### config.mk
export PLATFORM = sky130hd
export DESIGN_NAME = pil_front
export DESIGN_NICKNAME = d
export VERILOG_FILES = /design/src/sv/pil_pkg.sv /design/src/sv/pil_front.sv
export VERILOG_INCLUDE_DIRS = /design/src /design/src/sv
export SDC_FILE = /design/constraint.sdc
export NUM_CORES = 1
export LEC_CHECK = 0
export BUFFER_PORTS_ARGS = -buffer_cell sky130_fd_sc_hd__buf_2
export CORE_MARGIN = 2
export CORE_UTILIZATION = 45
export CTS_BUF_LIST = sky130_fd_sc_hd__clkbuf_8 sky130_fd_sc_hd__clkbuf_16
export DETAILED_ROUTE_END_ITERATION = 10
export GPL_ROUTABILITY_DRIVEN = 1
export GPL_TIMING_DRIVEN = 0
export PLACE_DENSITY = 0.69
export SYNTH_ARGS = -nofsm -noshare
export SYNTH_HDL_FRONTEND = slang
export SYNTH_SLANG_ARGS = --single-unit
### constraint.sdc
create_clock -name clk -period 3.1 [get_ports clk]
set_input_delay 0.155 -clock clk [delete_from_list [all_inputs] [get_ports clk]]
set_output_delay 0.155 -clock clk [all_outputs]
set_load 0.02 [all_outputs]
### src/sv/program_image_loader_with_section_read_unit_defines.svh
// Assertion macros for the program image loader.
`ifndef PROGRAM_IMAGE_LOADER_WITH_SECTION_READ_UNIT_DEFINES_SVH
`define PROGRAM_IMAGE_LOADER_WITH_SECTION_READ_UNIT_DEFINES_SVH
`ifndef NO_ASSERTIONS
`define PIL_ASSERT(label, prop, msg) \
  label: assert property (@(posedge clk) disable iff (!rst_n) prop) else $error(msg);
`define PIL_NEVER(label, expr, msg) \
  label: assert property (@(posedge clk) disable iff (!rst_n) !(expr)) else $error(msg);
`else
`define PIL_ASSERT(label, prop, msg)
`define PIL_NEVER(label, expr, msg)
`endif
`endif

### src/sv/pil_pkg.sv
// ----------------------------------------------------------------------------
// pil_pkg
// Shared types and codes of the program image loader.
// ----------------------------------------------------------------------------
package pil_pkg;
  localparam logic [1:0] OP_CLEAR = 2'd0;
  localparam logic [1:0] OP_LOAD  = 2'd1;
  localparam logic [1:0] OP_READ  = 2'd2;
  localparam logic [1:0] OP_NONE  = 2'd3;

  typedef struct packed {
    logic [1:0]  opcode;
    logic [7:0]  image_byte;
    logic [31:0] address;
  } item_t;
endpackage

### src/sv/pil_front.sv
// ----------------------------------------------------------------------------
// pil_front
// Input side: takes transfers into a short queue toward the execution unit.
// ----------------------------------------------------------------------------
`include "program_image_loader_with_section_read_unit_defines.svh"
module pil_front (
  input  logic           clk,
  input  logic           rst_n,
  input  logic           in_valid,
  output logic           in_stall,
  input  logic [1:0]     in_opcode,
  input  logic [7:0]     in_image_byte,
  input  logic [31:0]    in_address,
  output logic           q_valid,
  output pil_pkg::item_t q_item,
  input  logic           q_pop
);
  pil_pkg::item_t mem_r [2];
  logic           wp_r, rp_r;
  logic [1:0]     cnt_r;
  logic           push;

  assign in_stall = cnt_r[1];
  assign push     = in_valid && !in_stall;
  assign q_valid  = cnt_r != 2'd0;
  assign q_item   = mem_r[rp_r];

  always_ff @(posedge clk) begin
    if (push) mem_r[wp_r] <= '{in_opcode, in_image_byte, in_address};
    if (!rst_n) begin
      wp_r <= 1'b0; rp_r <= 1'b0; cnt_r <= 2'd0;
    end else begin
      if (push) wp_r <= !wp_r;
      if (q_pop) rp_r <= !rp_r;
      cnt_r <= cnt_r + 2'(push) - 2'(q_pop);
    end
  end

  `PIL_NEVER(a_no_pop_empty, q_pop && !q_valid, "pop from empty queue")
  `PIL_NEVER(a_cnt_range, cnt_r == 2'd3, "queue count overflow")
  `PIL_ASSERT(a_full_stall, cnt_r == 2'd2 |-> in_stall, "full queue not stalling")
endmodule

# ---- Word level (Yosys, flattened, before mapping)
# Memory sizes are Yosys's and may differ from the RTL's. A register that Yosys moved wholly into a read port is not among the register bits.
# Cells that the tools add are included.
dict set report classes {
  n_mux 4
  n_reduce_logical 5
  n_addsub 2
}
# operator n
set ops {}
lappend ops {{2-to-1 mux 1 bit} 4}
lappend ops {{zero test 1 bit} 3}
lappend ops {{adder 2 x 1 -> 2 bit} 1}
lappend ops {{nonzero test 2 bit} 1}
lappend ops {{subtractor 2 x 1 -> 2 bit} 1}
lappend ops {{logical AND 1 bit} 1}
dict set report word_totals {
  n_memories 1
  mem_bits_rw 84
  elab_cells 15
  inputBits 46
  out_inout_bits 44
  ff_bits 4
}
# name depth width rd rd_ports_with_merged_regs wr line
set memory_table {}
lappend memory_table {mem_r 2 42 1 1 1 pil_front.sv:18} ;# pil_pkg::item_t mem_r [2];

# ---- Longest topological paths before layout
dict set report logic_depth {
  word_depth 4
  depth_mapped 5
  mapped_depth_nobuf 5
}

# ---- Worst setup path before layout
# OpenSTA, ideal clock, no wires.
dict set report synth_path {
  path_kind {register -> register}
  start {reg cnt_r[1]}
  end {mem mem_r[0][0] (netlist bit) (enable)}
  setup_ns 0.443
  path_stages_with_launch 3
  path_slack_ns 0.247
  arrival_time_ns 2.410
  synth_period_minus_slack_ns 2.853
  required_ns 2.657
  path_buffers 0
  path_cell_list {dfxtp_1 nand2b_1 nor2_1}
}
dict set report synth_via {
  elab_chain_cells 4
}
# element line
set synth_rtl {}
lappend synth_rtl {{start: declaration} pil_front.sv:20} ;# logic [1:0] cnt_r;
lappend synth_rtl {{start signal: assignment} pil_front.sv:35} ;# cnt_r <= cnt_r + 2'(push) - 2'(q_pop);
lappend synth_rtl {{zero test 1 bit} pil_front.sv:24} ;# assign push = in_valid && !in_stall;
lappend synth_rtl {{logical AND 1 bit} pil_front.sv:24}
lappend synth_rtl {{2-to-1 mux 1 bit} pil_front.sv:29} ;# if (push) mem_r[wp_r] <= '{in_opcode, in_image_byte, in_address};
lappend synth_rtl {{2-to-1 mux 1 bit (not written as such)} pil_front.sv:29}
lappend synth_rtl {{end: declaration} pil_front.sv:18}
# Every way passes these cells.

# ---- Final worst setup path
dict set report layout_path {
  start {reg cnt_r[1]}
  end {mem mem_r[0][21] (netlist bit) (enable)}
}
# The elaborated chain is that of the path after synthesis.

==> metrics.md <==
| Metric | Value |
|---|---|
| First-pass GRT wire length | `8.78 mm` |
| Worst R2R Setup Slack | `1350 ps` |
| Worst Path Max Fanout | `23` |
| # Max-Cap Violations | `0` |
| Core ar. | `0.00691 mm^2` |
| Peak Freq | `572 MHz` |
| RSZ-0062 raised after global routing | `no` |
| Top Ports | `90` |
| Cell Chain, Critical Path | `nand2b_1 -> nor2_4 -> buf_16` |
| Largest delay share family, worst path | `simple AND/OR/NAND/NOR gates` |
| EDFF count, synth | `84` |
| Nets | `345` |
| Post-synth top flop | `edfxtp_1` |
| Via Count | `1841` |
| WL met2 | `3.00 mm` |
| Post-CTS sizing | `0` |
| Worst vdd ir | `0.351 mV` |
| Clock power share | `25.5%` |
| LEAKAGE | `1.70 nW` |
| GPL Wtd Cong | `0.701` |
| Port Buf Inserts | `89` |
| NetSw | `0.620 mW` |
| Share of cells above drive strength 1 | `50.7%` |
| Hpwl dp | `3.52 mm` |
| H-tree depth | `3` |
| Distinct cells, synth | `19` |
| Die height | `89.0 um` |
| DRT antenna net count | `0` |
| Synth Register Bits | `89` |
| Cells after Synth | `154` |
| ANT cells | `0` |
| Worst slew pin tran | `673 ps` |
| Register area | `0.00262 mm^2` |
| Fillers | `545` |
| Crit path to | `mem_r[0][21]$_DFFE_PP_` |
| Root buf cell | `clkbuf_8` |
| Final wirelength | `5.63 mm` |
| Critical Path RT | `3150 ps` |
| Largest net degree at the start of global routing | `24` |
| Clk Latency, worst-skew pair | `350 ps` |
| # rows | `30` |
| Critical path depth | `3` |
| Count leader, synth | `edfxtp_1` |
| Clock sinks | `89` |
| Setup-failing EPs final | `0` |
| Async set-reset flop share out of synthesis | `0%` |
| Compound-cell area share of the yosys netlist | `0.385%` |
| Global-route total usage across every layer | `15.4%` |
| Post-Synth Adder-Cell Area | `0.385%` |
| Pint | `1.89 mW` |
| Switching part of the total power | `24.7%` |
| WP data arrival | `1800 ps` |
| CP endpoint kind | `flip-flop` |
| Crit. Startpoint | `cnt_r[1]$_SDFF_PN0_` |
| Die W | `89.0 um` |
| Hold_ws | `71.6 ps` |
| Crit path time final | `1750 ps` |
| CP max-delay cell | `nor2_4` |
| Initial detailed-routing violation count | `62` |
| Post-synthesis sequential area ratio | `80.7%` |
| Logic pwr share | `17.4%` |
| CTS max path bufs | `2` |
| M1 WL | `2.25 mm` |
| Vias in the first global route | `1890` |
| Pwr dens | `563 mW/mm^2` |
| Commonest cells post-synth | `84 x edfxtp_1, 42 x mux2_2, 5 x dfxtp_1, 4 x and2_1, 4 x buf_4` |
| Post-CTS Setup Repair Bufs | `0` |
| Fin. Hold Viols | `0` |
| Simple-gate share of the synthesized area | `2.20%` |
| Synth Warn # | `0` |
| Reg2reg end | `mem_r[0][21]$_DFFE_PP_` |
| Main combinational cell family by area after synthesis | `multiplexers` |
| Worst clock skew | `8.15 ps` |
| Setup TNS | `0 ps` |
| Max stage delay on crit path | `570 ps` |
| Dominant cell type by area after synthesis | `edfxtp_1` |
| Sequential share of power | `57.1%` |
| Synth Area in XOR/XNOR | `0.539%` |
| Number of CTS-inserted buffers | `9` |
| Area Overhead vs Synth | `37.2%` |
| Initial Util | `47.0%` |
| DR pass1 iterations | `4` |
| Clock transition at path regs | `80 ps` |
| Count of final max-slew check failures | `0` |
| Mux cell area share after synthesis | `14.6%` |
| CP Launch Type | `flip-flop` |
| Top sig layer | `met4` |
| Vias per cell | `4.63` |
| Multi-input gate area | `602 um^2` |
| Syn Nets | `201` |
| Area contributors post-synth | `edfxtp_1 78%, mux2_2 15%, dfxtp_1 3.1%` |
| Setup Crit Path Kind | `flip-flop to flip-flop` |
| Initial antenna violation count | `0` |
| WL met3 | `295 um` |
| Worst r2r src | `cnt_r[1]$_SDFF_PN0_` |
| Status | `completed` |
| CTS tree | `done` |
| CP bufs+invs | `1` |
| Synthesized area | `0.00325 mm^2` |
| Share of the synthesized area in the top cell type | `77.7%` |
| Fin util | `64.5%` |
| Relative slew slack | `55.1%` |
| Worst r2r path cells | `3` |
| Wire per inst | `14.1 um` |
| Final period util | `56.4%` |
| Total die area | `0.00791 mm^2` |
| DRC violations left | `0` |
| Worst min path class | `input port to flip-flop` |
| Grt ovf | `0` |
| Syn avg cell area | `21.1 um^2` |
## sequential cells by signal (all words and copies together) (netlist names), named ones only
signal and count:
cnt_r 2, mem_r 84, rp_r 1, wp_r 1
## power groups by stage
stage | Combinational, mW | Sequential [mW] | Clock [mW]
6_report | 0.437 | 1.43 | 0.639
5_1_grt | 0.474 | 1.44 | 0.711
4_1_cts | 0.445 | 1.43 | 0.665
3_5_place_dp | 0.401 | 1.46 | 0
3_3_place_gp | 0.376 | 1.46 | 0
2_1_floorplan | 0.248 | 1.46 | 0
## through the flow
stage	area, um^2	worst slack, ps	total power, mW	cells
floorplan	3250	247	1.71	154
global placement	3810	-710	1.84	339
detailed placement	3880	1310	1.86	341
CTS	4460	1290	2.55	398
global route	4460	1230	2.63	398
finish	4460	1350	2.51	398
## cell families (layout without fill, tap and decap cells)
family	after synthesis	in the layout
buffers and inverters	6	154
multiplexers	42	42
adder cells (fa/ha/maj)	1	1
AO/OA/AOI/OAI	2	2
flip-flops	89	89
XOR/XNOR	2	2
AND/OR/NAND/NOR	12	12
## what timing repair did
action | in CTS | in global routing
setup endpoints to repair | 0 | 0
hold endpoints to repair | 84 | 0
hold buffers | 42 | 0
## metal layers
| layer | vias up | track usage [%] |
|---|---|---|
| li1 | 882 | - |
| met1 | 899 | 17.6 |
| met2 | 51 | 26.4 |
| met3 | 9 | 5.54 |
| met4 | 0 | 6.65 |
| met5 | - | 0 |
## layout make-up
type,count,share of cell area (%)
flip-flops and latches,89,58.8
plain buffers,5,0.786
inverters,1,0.0842
clock buffers,9,2.78
well taps,96,2.70
repair buffers,133,20.7
clock inverters,6,0.646
multi-input cells,59,13.5
## layout by cell type (no fill, tap or decap), drive strengths merged, types with 2 or more instances in the layout
master and instances:
mux2 42, clkbuf 9, clkinv 3, edfxtp 84, inv 3, dfxtp 5, nor2 2, buf 96
dlygate4sd3 42, and2 4
## how the worst min path moves through the flow
stage,from,cells past startpoint,to
2_1_floorplan,in_address[0],0,mem_r[0][0]$_DFFE_PP_
3_3_place_gp,in_image_byte[1],1,mem_r[0][33]$_DFFE_PP_
3_5_place_dp,in_address[2],1,mem_r[0][2]$_DFFE_PP_
4_1_cts,rst_n,2,wp_r$_SDFFE_PN0P_
5_1_grt,rst_n,2,wp_r$_SDFFE_PN0P_
6_report,rst_n,2,wp_r$_SDFFE_PN0P_
(Power assumes the default switching activity.)
